===== src/gpp_pkg.sv =====
// ----------------------------------------------------------------------------
// gpp_pkg
// Shared types, register indexes and byte constants for the gray pixel
// packetizer.
// ----------------------------------------------------------------------------
package gpp_pkg;

  // Defaults for top-level parameters
  localparam int COORD_BITS_DEF  = 16;
  localparam int QUEUE_DEPTH_DEF = 2;

  // Configuration register indexes
  localparam int CFG_INDEX_BITS = 3;
  typedef enum logic [CFG_INDEX_BITS-1:0] {
    CFG_FRAME_WIDTH   = 3'd0,
    CFG_FRAME_HEIGHT  = 3'd1,
    CFG_PACKET_SIZE   = 3'd2,
    CFG_COLOR_INPUT   = 3'd3,
    CFG_LITTLE_ENDIAN = 3'd4,
    CFG_DUPLICATE_LOW = 3'd5
  } cfg_index_t;

  // Register reset values
  localparam logic [15:0] FRAME_WIDTH_RST  = 16'd640;
  localparam logic [15:0] FRAME_HEIGHT_RST = 16'd480;
  localparam logic [15:0] PACKET_SIZE_RST  = 16'd0;

  // Stream constants
  localparam logic [7:0] HDR_MARK     = 8'h66;
  localparam logic [2:0] HDR_LAST_IDX = 3'd6;
  localparam logic [2:0] END_LAST_IDX = 3'd6;

  // Reciprocal of three: floor(sum * 683 / 2048) equals floor(sum / 3) for sum < 768
  localparam logic [9:0] THIRD_RECIP = 10'd683;
  localparam int         THIRD_SHIFT = 11;

  typedef struct packed {
    logic [15:0] frame_width;
    logic [15:0] frame_height;
    logic [15:0] packet_size;
    logic        color_input;
    logic        little_endian;
    logic        duplicate_low_byte;
  } cfg_t;

  typedef struct packed {
    logic [7:0] red;
    logic [7:0] green;
    logic [7:0] blue;
  } pixel_t;

  typedef struct packed {
    logic [7:0] out_byte;
    logic       line_end;
    logic       frame_done;
    logic       last;
  } word_t;

  // One classified pixel, handed from front to back
  typedef struct packed {
    logic [7:0]  gray;
    logic        header;
    logic [15:0] count;
    logic        packet_end;
    logic        frame_end;
    logic        little_endian;
    logic        duplicate_low_byte;
  } job_t;

  typedef enum logic [1:0] {
    PH_IDLE,
    PH_HDR,
    PH_PIX,
    PH_END
  } phase_t;

  // End-of-frame marker: 66 FF FF FF FF 00 00
  function automatic logic [7:0] end_byte(input logic [2:0] idx);
    logic [7:0] b;
    unique case (idx)
      3'd0:                   b = HDR_MARK;
      3'd1, 3'd2, 3'd3, 3'd4: b = 8'hFF;
      default:                b = 8'h00;
    endcase
    return b;
  endfunction

endpackage


===== src/gpp_front.sv =====
// ----------------------------------------------------------------------------
// gpp_front
// Accepts pixels, reduces them to gray, tracks frame and packet position and
// emits one classified job per pixel.
// ----------------------------------------------------------------------------
module gpp_front #(
  parameter int COORD_BITS = gpp_pkg::COORD_BITS_DEF
) (
  input  logic                  clk,
  input  logic                  rst,
  input  gpp_pkg::cfg_t         cfg,
  input  logic                  pixel_valid,
  input  gpp_pkg::pixel_t       pixel,
  input  logic                  queue_full,
  output logic                  push,
  output gpp_pkg::job_t         job,
  output logic [COORD_BITS-1:0] job_x,
  output logic [COORD_BITS-1:0] job_y
);

  logic [15:0] x_pos, x_pos_next;
  logic [15:0] y_pos, y_pos_next;
  logic [31:0] pixels_left, pixels_left_next;
  logic [15:0] left_in_packet, left_in_packet_next;

  logic        frame_start;
  logic [15:0] w, h, psize;
  logic [31:0] total, pl, pl_dec;
  logic [15:0] xs, ys, lip, lip_start, lip_dec, count;
  logic        hdr, frame_end, packet_end, wrap;
  logic [9:0]  sum;
  logic [18:0] prod;
  logic [7:0]  gray;

  assign push = pixel_valid && !queue_full;

  // Gray value by reciprocal multiply in color mode; red channel otherwise
  always_comb begin
    sum  = 10'(pixel.red) + 10'(pixel.green) + 10'(pixel.blue);
    prod = 19'(sum) * 19'(gpp_pkg::THIRD_RECIP);
    gray = cfg.color_input ? prod[18:gpp_pkg::THIRD_SHIFT] : pixel.red;
  end

  // Classify the pixel against frame and packet position
  always_comb begin
    w           = (cfg.frame_width == 16'd0) ? 16'd1 : cfg.frame_width;
    h           = (cfg.frame_height == 16'd0) ? 16'd1 : cfg.frame_height;
    total       = 32'(w) * 32'(h);
    frame_start = (pixels_left == 32'd0);
    pl          = frame_start ? total : pixels_left;
    xs          = frame_start ? 16'd0 : x_pos;
    ys          = frame_start ? 16'd0 : y_pos;
    lip         = frame_start ? 16'd0 : left_in_packet;
    hdr         = (lip == 16'd0);
    psize       = (cfg.packet_size == 16'd0) ? w : cfg.packet_size;
    count       = ({16'd0, psize} < pl) ? psize : pl[15:0];
    lip_start   = hdr ? count : lip;
    lip_dec     = lip_start - 16'd1;
    pl_dec      = pl - 32'd1;
    frame_end   = (pl_dec == 32'd0);
    packet_end  = (lip_dec == 16'd0) || frame_end;
    wrap        = (xs >= w - 16'd1);
  end

  // Next position
  always_comb begin
    if (frame_end) begin
      x_pos_next          = 16'd0;
      y_pos_next          = 16'd0;
      pixels_left_next    = 32'd0;
      left_in_packet_next = 16'd0;
    end else begin
      x_pos_next          = wrap ? 16'd0 : xs + 16'd1;
      y_pos_next          = wrap ? ys + 16'd1 : ys;
      pixels_left_next    = pl_dec;
      left_in_packet_next = lip_dec;
    end
  end

  // Advance position on each accepted pixel
  always_ff @(posedge clk) begin
    if (rst) begin
      x_pos          <= 16'd0;
      y_pos          <= 16'd0;
      pixels_left    <= 32'd0;
      left_in_packet <= 16'd0;
    end else if (push) begin
      x_pos          <= x_pos_next;
      y_pos          <= y_pos_next;
      pixels_left    <= pixels_left_next;
      left_in_packet <= left_in_packet_next;
    end
  end

  // Build the job word
  always_comb begin
    job.gray               = gray;
    job.header             = hdr;
    job.count              = count;
    job.packet_end         = packet_end;
    job.frame_end          = frame_end;
    job.little_endian      = cfg.little_endian;
    job.duplicate_low_byte = cfg.duplicate_low_byte;
    job_x                  = xs[COORD_BITS-1:0];
    job_y                  = ys[COORD_BITS-1:0];
  end

endmodule


===== src/gpp_queue.sv =====
// ----------------------------------------------------------------------------
// gpp_queue
// Short register queue holding classified jobs between front and back.
// ----------------------------------------------------------------------------
module gpp_queue #(
  parameter int WIDTH = 8,
  parameter int DEPTH = gpp_pkg::QUEUE_DEPTH_DEF
) (
  input  logic             clk,
  input  logic             rst,
  input  logic             push,
  input  logic [WIDTH-1:0] push_data,
  input  logic             pop,
  output logic [WIDTH-1:0] head,
  output logic             full,
  output logic             empty
);

  localparam int PTR_BITS = (DEPTH > 1) ? $clog2(DEPTH) : 1;
  localparam int CNT_BITS = $clog2(DEPTH + 1);
  localparam logic [PTR_BITS-1:0] PTR_LAST = PTR_BITS'(DEPTH - 1);
  localparam logic [CNT_BITS-1:0] CNT_FULL = CNT_BITS'(DEPTH);

  logic [WIDTH-1:0]    entries [DEPTH];
  logic [PTR_BITS-1:0] wr_ptr, rd_ptr;
  logic [CNT_BITS-1:0] fill;

  assign full  = (fill == CNT_FULL);
  assign empty = (fill == '0);
  assign head  = entries[rd_ptr];

  // Store the pushed word
  always_ff @(posedge clk) begin
    if (push) begin
      entries[wr_ptr] <= push_data;
    end
  end

  // Advance pointers and fill count
  always_ff @(posedge clk) begin
    if (rst) begin
      wr_ptr <= '0;
      rd_ptr <= '0;
      fill   <= '0;
    end else begin
      if (push) begin
        wr_ptr <= (wr_ptr == PTR_LAST) ? '0 : wr_ptr + 1'b1;
      end
      if (pop) begin
        rd_ptr <= (rd_ptr == PTR_LAST) ? '0 : rd_ptr + 1'b1;
      end
      if (push && !pop) begin
        fill <= fill + 1'b1;
      end else if (pop && !push) begin
        fill <= fill - 1'b1;
      end
    end
  end

endmodule


===== src/gpp_back.sv =====
// ----------------------------------------------------------------------------
// gpp_back
// Expands each job into header, pixel and end-marker words, one word per
// cycle while the stream is not stalled, through a registered output stage.
// ----------------------------------------------------------------------------
module gpp_back #(
  parameter int COORD_BITS = gpp_pkg::COORD_BITS_DEF
) (
  input  logic                  clk,
  input  logic                  rst,
  input  gpp_pkg::job_t         head,
  input  logic [COORD_BITS-1:0] head_x,
  input  logic [COORD_BITS-1:0] head_y,
  input  logic                  queue_empty,
  output logic                  pop,
  output logic                  stream_valid,
  input  logic                  stream_stall,
  output gpp_pkg::word_t        stream_word
);

  gpp_pkg::phase_t       phase, phase_next, eff_phase;
  logic [2:0]            idx, idx_next, eff_idx;
  gpp_pkg::job_t         cur, eff_job;
  logic [COORD_BITS-1:0] cur_x, cur_y, eff_x, eff_y;
  logic                  have, load, fire;
  logic [15:0]           hval;
  gpp_pkg::word_t        word_next;

  // Select the job at work: the held one, or the queue head when idle
  always_comb begin
    if (phase == gpp_pkg::PH_IDLE) begin
      eff_job   = head;
      eff_x     = head_x;
      eff_y     = head_y;
      eff_phase = head.header ? gpp_pkg::PH_HDR : gpp_pkg::PH_PIX;
      eff_idx   = 3'd0;
      have      = !queue_empty;
    end else begin
      eff_job   = cur;
      eff_x     = cur_x;
      eff_y     = cur_y;
      eff_phase = phase;
      eff_idx   = idx;
      have      = 1'b1;
    end
  end

  assign load = !stream_valid || !stream_stall;
  assign fire = have && load;
  assign pop  = fire && (phase == gpp_pkg::PH_IDLE);

  // Next state
  always_comb begin
    phase_next = phase;
    idx_next   = idx;
    if (fire) begin
      unique case (eff_phase)
        gpp_pkg::PH_HDR: begin
          if (eff_idx == gpp_pkg::HDR_LAST_IDX) begin
            phase_next = gpp_pkg::PH_PIX;
            idx_next   = 3'd0;
          end else begin
            phase_next = gpp_pkg::PH_HDR;
            idx_next   = eff_idx + 3'd1;
          end
        end
        gpp_pkg::PH_PIX: begin
          if (eff_idx == 3'd0) begin
            phase_next = gpp_pkg::PH_PIX;
            idx_next   = 3'd1;
          end else begin
            phase_next = eff_job.frame_end ? gpp_pkg::PH_END : gpp_pkg::PH_IDLE;
            idx_next   = 3'd0;
          end
        end
        gpp_pkg::PH_END: begin
          if (eff_idx == gpp_pkg::END_LAST_IDX) begin
            phase_next = gpp_pkg::PH_IDLE;
            idx_next   = 3'd0;
          end else begin
            phase_next = gpp_pkg::PH_END;
            idx_next   = eff_idx + 3'd1;
          end
        end
        default: begin
          phase_next = phase;
          idx_next   = idx;
        end
      endcase
    end
  end

  // Word contents for the current position
  always_comb begin
    unique case (eff_idx)
      3'd1, 3'd2: hval = 16'(eff_x);
      3'd3, 3'd4: hval = 16'(eff_y);
      default:    hval = eff_job.count;
    endcase
    word_next = '0;
    unique case (eff_phase)
      gpp_pkg::PH_HDR: begin
        if (eff_idx == 3'd0) begin
          word_next.out_byte = gpp_pkg::HDR_MARK;
        end else if (eff_idx[0] ^ eff_job.little_endian) begin
          word_next.out_byte = hval[15:8];
        end else begin
          word_next.out_byte = hval[7:0];
        end
      end
      gpp_pkg::PH_PIX: begin
        if (eff_idx == 3'd0) begin
          word_next.out_byte = (eff_job.duplicate_low_byte || eff_job.little_endian)
                             ? eff_job.gray : 8'd0;
        end else begin
          word_next.out_byte = (eff_job.duplicate_low_byte || !eff_job.little_endian)
                             ? eff_job.gray : 8'd0;
          word_next.line_end = eff_job.packet_end;
          word_next.last     = !eff_job.frame_end;
        end
      end
      gpp_pkg::PH_END: begin
        word_next.out_byte = gpp_pkg::end_byte(eff_idx);
        if (eff_idx == gpp_pkg::END_LAST_IDX) begin
          word_next.line_end   = 1'b1;
          word_next.frame_done = 1'b1;
          word_next.last       = 1'b1;
        end
      end
      default: word_next = '0;
    endcase
  end

  // Sequencer state
  always_ff @(posedge clk) begin
    if (rst) begin
      phase <= gpp_pkg::PH_IDLE;
      idx   <= 3'd0;
    end else begin
      phase <= phase_next;
      idx   <= idx_next;
    end
  end

  // Hold the job taken from the queue
  always_ff @(posedge clk) begin
    if (pop) begin
      cur   <= head;
      cur_x <= head_x;
      cur_y <= head_y;
    end
  end

  // Output register
  always_ff @(posedge clk) begin
    if (rst) begin
      stream_valid <= 1'b0;
    end else if (load) begin
      stream_valid <= fire;
    end
  end

  always_ff @(posedge clk) begin
    if (fire) begin
      stream_word <= word_next;
    end
  end

endmodule


===== src/gray_pixel_packetizer.sv =====
// ----------------------------------------------------------------------------
// gray_pixel_packetizer
// Turns a pixel stream into a packetized gray byte stream with headers and an
// end-of-frame marker.
// ----------------------------------------------------------------------------
// Usage:
//   pixel channel (pixel_valid / pixel_stall / pixel) takes one RGB or gray
//   pixel per word. stream channel (stream_valid / stream_stall / stream_word)
//   gives one byte per word with line_end, frame_done and last flags.
//   cfg channel (cfg_valid / cfg_ready / cfg_index / cfg_data) writes the
//   frame width, height, packet size and mode bits; it is always ready.
//   Throughput: the output side delivers one byte per cycle while stream_stall
//   is low; a pixel gives two bytes, nine when it opens a packet (seven header
//   bytes), plus seven end-of-frame marker bytes after the last pixel of a frame.
//   Latency: a taken pixel is registered in the job queue and then in the
//   output register before its first byte is valid on the stream channel;
//   when the back end is busy, it follows the last word still ahead of it.
//   A two-entry job queue sits between the pixel front end and the byte
//   sequencer; pixel_stall rises only when that queue is full, so a stalled
//   receiver backs up into the queue and then into the pixel channel.
//   Reset clears position counters, the queue and the output register and
//   loads the registers with 640 x 480, row-sized packets, color input,
//   big-endian order and zero padding.
// ----------------------------------------------------------------------------
module gray_pixel_packetizer #(
  parameter int COORD_BITS  = gpp_pkg::COORD_BITS_DEF,
  parameter int QUEUE_DEPTH = gpp_pkg::QUEUE_DEPTH_DEF
) (
  input  logic                                clk,
  input  logic                                rst,
  input  logic                                pixel_valid,
  output logic                                pixel_stall,
  input  gpp_pkg::pixel_t                     pixel,
  output logic                                stream_valid,
  input  logic                                stream_stall,
  output gpp_pkg::word_t                      stream_word,
  input  logic                                cfg_valid,
  output logic                                cfg_ready,
  input  logic [gpp_pkg::CFG_INDEX_BITS-1:0]  cfg_index,
  input  logic [15:0]                         cfg_data
);

  localparam int QW = $bits(gpp_pkg::job_t) + 2 * COORD_BITS;

  gpp_pkg::cfg_t         cfg;
  logic                  push, pop, queue_full, queue_empty;
  gpp_pkg::job_t         job, head_job;
  logic [COORD_BITS-1:0] job_x, job_y, head_x, head_y;
  logic [QW-1:0]         head_word;

  assign cfg_ready   = 1'b1;
  assign pixel_stall = queue_full;

  // Configuration registers
  always_ff @(posedge clk) begin
    if (rst) begin
      cfg.frame_width        <= gpp_pkg::FRAME_WIDTH_RST;
      cfg.frame_height       <= gpp_pkg::FRAME_HEIGHT_RST;
      cfg.packet_size        <= gpp_pkg::PACKET_SIZE_RST;
      cfg.color_input        <= 1'b1;
      cfg.little_endian      <= 1'b0;
      cfg.duplicate_low_byte <= 1'b0;
    end else if (cfg_valid && cfg_ready) begin
      unique case (cfg_index)
        gpp_pkg::CFG_FRAME_WIDTH:   cfg.frame_width        <= cfg_data;
        gpp_pkg::CFG_FRAME_HEIGHT:  cfg.frame_height       <= cfg_data;
        gpp_pkg::CFG_PACKET_SIZE:   cfg.packet_size        <= cfg_data;
        gpp_pkg::CFG_COLOR_INPUT:   cfg.color_input        <= cfg_data[0];
        gpp_pkg::CFG_LITTLE_ENDIAN: cfg.little_endian      <= cfg_data[0];
        gpp_pkg::CFG_DUPLICATE_LOW: cfg.duplicate_low_byte <= cfg_data[0];
        default: ;
      endcase
    end
  end

  gpp_front #(
    .COORD_BITS (COORD_BITS)
  ) u_front (
    .clk         (clk),
    .rst         (rst),
    .cfg         (cfg),
    .pixel_valid (pixel_valid),
    .pixel       (pixel),
    .queue_full  (queue_full),
    .push        (push),
    .job         (job),
    .job_x       (job_x),
    .job_y       (job_y)
  );

  gpp_queue #(
    .WIDTH (QW),
    .DEPTH (QUEUE_DEPTH)
  ) u_queue (
    .clk       (clk),
    .rst       (rst),
    .push      (push),
    .push_data ({job, job_x, job_y}),
    .pop       (pop),
    .head      (head_word),
    .full      (queue_full),
    .empty     (queue_empty)
  );

  assign {head_job, head_x, head_y} = head_word;

  gpp_back #(
    .COORD_BITS (COORD_BITS)
  ) u_back (
    .clk          (clk),
    .rst          (rst),
    .head         (head_job),
    .head_x       (head_x),
    .head_y       (head_y),
    .queue_empty  (queue_empty),
    .pop          (pop),
    .stream_valid (stream_valid),
    .stream_stall (stream_stall),
    .stream_word  (stream_word)
  );

endmodule


===== config.mk =====
export PLATFORM = sky130hd
export DESIGN_NAME = gray_pixel_packetizer
export DESIGN_NICKNAME = d
export VERILOG_FILES = /design/src/gpp_pkg.sv /design/src/gpp_front.sv /design/src/gpp_queue.sv /design/src/gpp_back.sv /design/src/gray_pixel_packetizer.sv
export SDC_FILE = /design/constraint.sdc
export NUM_CORES = 1
export LEC_CHECK = 0
export ABC_AREA = 1
export BUFFER_PORTS_ARGS = -buffer_cell sky130_fd_sc_hd__buf_2
export CAP_MARGIN = 10
export CORE_MARGIN = 2
export CORE_UTILIZATION = 40
export DETAILED_ROUTE_END_ITERATION = 8
export SLEW_MARGIN = 20
export SYNTH_ARGS = -nofsm -noshare
export SYNTH_HDL_FRONTEND = slang
export SYNTH_SLANG_ARGS = --single-unit

===== constraint.sdc =====
create_clock -name clk -period 15.3 [get_ports clk]
set_input_delay 3.825 -clock clk [delete_from_list [all_inputs] [get_ports clk]]
set_output_delay 3.825 -clock clk [all_outputs]
set_load 0.02 [all_outputs]

Word level (Yosys, flattened, before mapping) --
Memories as Yosys holds them, arrays and structs flattened. A register that Yosys moved wholly into a read port is not among the register bits. Cells that the tools add are included.
Word-level totals: bits in registers 213, RAM bits 122, input port bits 48, output and inout port bits 14, logic and storage cells 156, memories kept 1
Operators by class: $add $sub $neg 12, multiply operators 2, magnitude comparators 2, equal/unequal tests 14, muxes and demuxes 52, bitwise logic cells 1, reductions and logical operators 43
Memory list:
- u_queue.entries | words 2, width 61, rd ports 1, clocked after Yosys merged registers in 1, write ports 1, RTL line gpp_queue.sv:24 | logic [WIDTH-1:0] entries [DEPTH];
Operators with widths (number):
- $mux 16 | 15
- $logic_not 16->1 | 5
- $logic_not 32->1 | 2
- $mux 32 | 2
- $mux 8 | 6
- $add 16x1->16 const B | 2
- $lt 16x32->1 | 1
- $mul 16x16->32 | 1
- $pmux 16 s2 | 1
- $sub 16x1->16 const B | 2
- $sub 32x1->32 const B | 1
- $mux 29 | 1
- $pmux 8 s3 | 1
- $mul 10x10->19 const B | 1
- $ge 16x16->1 | 1
- $mux 2 | 8
- $pmux 8 s2 | 1
- $reduce_and 2->1 | 8
- $eq 3x2->1 const B | 4
- $eq 3x3->1 const B | 4
- $add 10x8->10 | 1
- $mux 1 | 10
- $add 8x8->9 | 1
- $mux 3 | 3
- other kinds (20) | 44

Longest topological paths before layout --
depth in word-level cells 10, depth in mapped cells 51, mapped depth without buffers 48

By module --
From an unflattened synthesis, not the netlist that was laid out.
Second synthesis, totals: cells, all modules 3804, area total of the unflattened synthesis 30173.9 µm²
Modules (own cells, without submodules):
- gpp_front | times used 1, cells each 2812, area each 19094.6 µm²
- gpp_queue | times used 1, cells each 223, area each 4933.5 µm²
- gpp_back | times used 1, cells each 466, area each 3986.3 µm²
- gray_pixel_packetizer | times used 1, cells each 303, area each 2159.6 µm²

Least setup slack after synthesis --
Ideal clock, no wire load.
kind input port to flip-flop, start input port pixel[8] in the netlist's numbering, end memory u_queue.entries[0][60] in the netlist's numbering, data pin, arrival time 9.794 ns, slack 5.237 ns, stages on the path 32, cell sequence ha_1 fa_1 inv_1 fa_1 o21ai_0 a21oi_1 o21bai_1 nand2_1 nand2_1 a21oi_1 xnor2_1 inv_1 ha_1 ha_1 fa_1 fa_1 fa_1 ha_1 nand2_1 o21ai_0 nand3_1 nand2_1 a21o_1 a21oi_1 or2_2 nand2_1 nand2_1 nand2_1 nand3_1 nand3b_1 xor2_1 o21ai_0
RTL lines:
- start: declaration | RTL line gray_pixel_packetizer.sv:33 | input gpp_pkg::pixel_t pixel,
- end: declaration | RTL line gpp_queue.sv:24

==> summary.txt <==
Pwr
  • Worst IR Drop VDD: about 0.00022 V
  • Pwr Total: slightly above 7 mW
  • Switching Fraction: between 50% and 60%
  • Sequential power share: 21.3%
  • Leakage power: about 16 nW
  • Sw power: between 3 and 4 mW
  • Pint: 3.58 mW
  • Pwr dens: 229 nW/um^2
  • Clock Power Share: 12.8%
  • Combinational Power Share: between 60% and 70%

GRT
  • Gr ovfl total: 0
  • Vias in the first global route: about 23k
  • Total Routing Usage GR: 21.2%
  • Global-route wire length before repair: ~130,000 microns
  • Largest net degree at the start of global routing: 82
  • Initial antenna violation count: 2

Routing
  • DRT Pass-1 Iters: 8
  • Number of routed nets with antenna violations: 0
  • DRT iter0 DRCs: roughly 1.8k
  • Vias/cell: just under 5
  • WL per Instance: 16.2 microns
  • DR DRC count: 0
  • Via count: about 24k
  • DRT Wirelength: ~78,000 microns

Floorplanning
  • Initial Util: approximately 41%
  • Row count: between 90 and 100
  • IO Pins: a little over 60
  • Core box area: 71,700 sq um
  • Die width: 274 microns
  • Die ar.: between 70,000 and 80,000 sq um
  • DIE HEIGHT: around 270 microns

Cells and area
  • Nets: between 4k and 5k
  • # fillers: 7,273
  • Multi-input gate area: roughly 17,000 sq um
  • Final Util: 43.9%
  • Area added between synthesis and finish: 8.29%
  • Sequential cell area: between 8000 and 9000 sq um
  • Layout Cell Area excl Fill: 31,500 sq um
  • Share of post-route cells with drive strength above 1: 6.44%

CTS
  • CTS H-tree depth: 2
  • CTS Buf Count: 39
  • # hold bufs at CTS: 0
  • Post-cts repair resize count: 0
  • Worst-skew pair later-pin latency: 570 ps
  • CTS root buffer: clkbuf_16
  • Clock sinks: ~340
  • Clock Tree Buf Depth: 3
  • Post-CTS setup buffers: 0
  • Clk slew on worst S/H paths: about 60 ps
  • CTS tree: built

Setup path
  • FF-to-FF path depth: 46
  • Reg-to-reg startpoint: cfg[45]
  • CP Launch Type: input port
  • R2R Setup Slk: about 5500 ps
  • Worst Setup EP: u_queue.entries[0][60]
  • Crit path required time: around 16,000 ps
  • FF-to-FF End: u_queue.entries[0][35]
  • Crit path DAT: between 10,000 and 15,000 ps
  • Slowest library cell on the worst path: fa_1
  • Critical Path Most Common Cell: nand2_1
  • Worst Path Max Fanout: 3
  • CP startpoint: pixel[8]
  • Worst Setup End Kind: flop
  • WS Path Type: input port to flop
  • Peak per-stage delay on the critical path: roughly 570 ps

STA
  • Final Slew Violations: 0
  • Setup ws final: between 5000 and 6000 ps
  • Slew HR: ~29%
  • Fin crit period: 10,230 ps
  • Setup TNS: 0 ps
  • Final hold violations: 0
  • Final Cycle Share: 66.9%
  • Skew final: approximately 20 ps
  • Slew of the pin with the lowest slew margin: 1070 ps
  • RSZ-0062 raised after global routing: no
  • Final setup fails: 0
  • F_max: 0.0978 GHz

Placement
  • GPL Wtd Cong: approximately 0.9
  • HPWL Detailed: 59,000 microns
  • Placed cell areas: 30,200 sq um
  • Dpl ws: between 4000 and 5000 ps
  • Port bufs: 60

Synth
  • Async S/R FF share, synth: 0%
  • Synth Flop Type: edfxtp_1
  • Most common cell in the netlist: nand2_1
  • Syn_area_per_cell: roughly 7.6 sq um
  • Mapped cell area: 29,100 sq um
  • Register area share after synthesis: ~30%
  • Post-synth net total: roughly 4.3k
  • Yosys reg bits: 335
  • Yosys cell types: a little under 60
  • Synth cell count leaders: nand2_1, inv_1, nor2_1
  • Cell taking the most area after synthesis: edfxtp_1
  • Gate count of the mapped netlist: 3,832
  • Area share of the largest cell type after synthesis: roughly 20%
  • Yosys warning count: 0
  • Number of enable flip-flop cells after synthesis: between 150 and 200
  • Ranking of synthesized cells by area: edfxtp_1, nand2_1, fa_1, dfxtp_1, ha_1

Min path
  • Hold Path Class: flop to flop

Status
  • Outcome: completed

Job
  • Max-cap violation count: 0
## layout make-up
type / count / share of cell area, %
multi-input combinational: 2649 / 54.6
sequential: 335 / 27.4
inverter: 703 / 8.39
tap: 950 / 3.78
clock buffer: 51 / 3.40
timing repair buffer: 92 / 1.72
clock inverter: 21 / 0.688
antenna: 1 / 0.00795
## how the worst min path moves through the flow
stage                                     from                    endpoint  depth (start not counted)  slack, ps
CTS                                     cfg[0]      u_queue.entries[1][32]                          0        460
floorplan                               cfg[0]      u_queue.entries[0][32]                          0        430
global placement                        cfg[0]      u_queue.entries[0][32]                          0        440
detailed placement                      cfg[0]      u_queue.entries[0][32]                          0        450
global route        u_front.left_in_packet[14]  u_front.left_in_packet[14]                          2        480
finish                                  cfg[0]      u_queue.entries[1][32]                          0        460
## cell families (layout without fill, tap and decap cells)
kind of cell    after synthesis  after routing  share of synthesized area, %
compound gates              345            345                          6.66
xor+xnor                     89             89                          2.68
fa+ha+maj                   434            434                          24.3
buf+inv                     848            867                          11.3
flops                       335            335                          29.7
mux                           4              4                         0.138
other cells                   1              2                        0.0129
simple gates               1776           1776                          25.2
## power groups by stage
stage	combinational, mW	sequential (mW)	clock [mW]
final	4.76	1.54	0.928
after global routing	5.44	1.56	0.983
after CTS	4.75	1.54	0.947
after detailed placement	4.72	1.56	0
after global placement	4.68	1.55	0
after floorplan	3.61	1.54	0
## cell usage in the layout (no fill, tap or decap), drive strengths merged, types with 107 or more instances in the layout
cell type	n
o21ai	107
edfxtp	193
a21oi	172
nand3	163
nor2	339
fa	217
nand2	1186
ha	217
dfxtp	142
inv	704
## through the flow
stage               hold WS, ps  std cells
floorplan                   426       3832
global placement            443       4729
detailed placement          447       4729
CTS                         458       4801
global route                482       4801
finish                      456       4802
## worst max-delay path: cells and delay by family
family | cells | cell delay [ps]
adders and majority gates | 9 | 3550
AOI/OAI and AO/OA | 8 | 1260
and+or+nand+nor | 11 | 1170
xor gates and xnor gates | 2 | 390
buffers and inverters | 3 | 310
## flip-flops by register name (all words and copies together), names as in the netlist, named ones only
| register | cells |
|---|---|
| u_back.cur_x | 16 |
| u_front.x_pos | 16 |
| u_front.y_pos | 16 |
| u_back.cur_y | 16 |
| u_queue.fill | 2 |
| u_queue.entries | 122 |
| u_back.stream_word | 11 |
| u_back.phase | 2 |
| u_front.left_in_packet | 16 |
| u_back.stream_valid | 1 |
| cfg | 51 |
| u_queue.rd_ptr | 1 |
| u_back.cur | 28 |
| u_front.pixels_left | 32 |
| u_queue.wr_ptr | 1 |
| u_back.idx | 3 |
## metal layers
| layer | share of wire, % | vias to the layer above | global-route usage [%] | wire length, microns |
|---|---|---|---|---|
| li1 | - | 11800 | - | - |
| met1 | 47 | 11100 | 29.7 | 36500 |
| met2 | 46 | 553 | 34.9 | 35900 |
| met3 | 5.0 | 113 | 2.53 | 3900 |
| met4 | 2.2 | 2 | 4.92 | 1710 |
| met5 | 0.010 | - | 0 | 8 |
No activity file was read; power rests on OpenSTA's default activity.
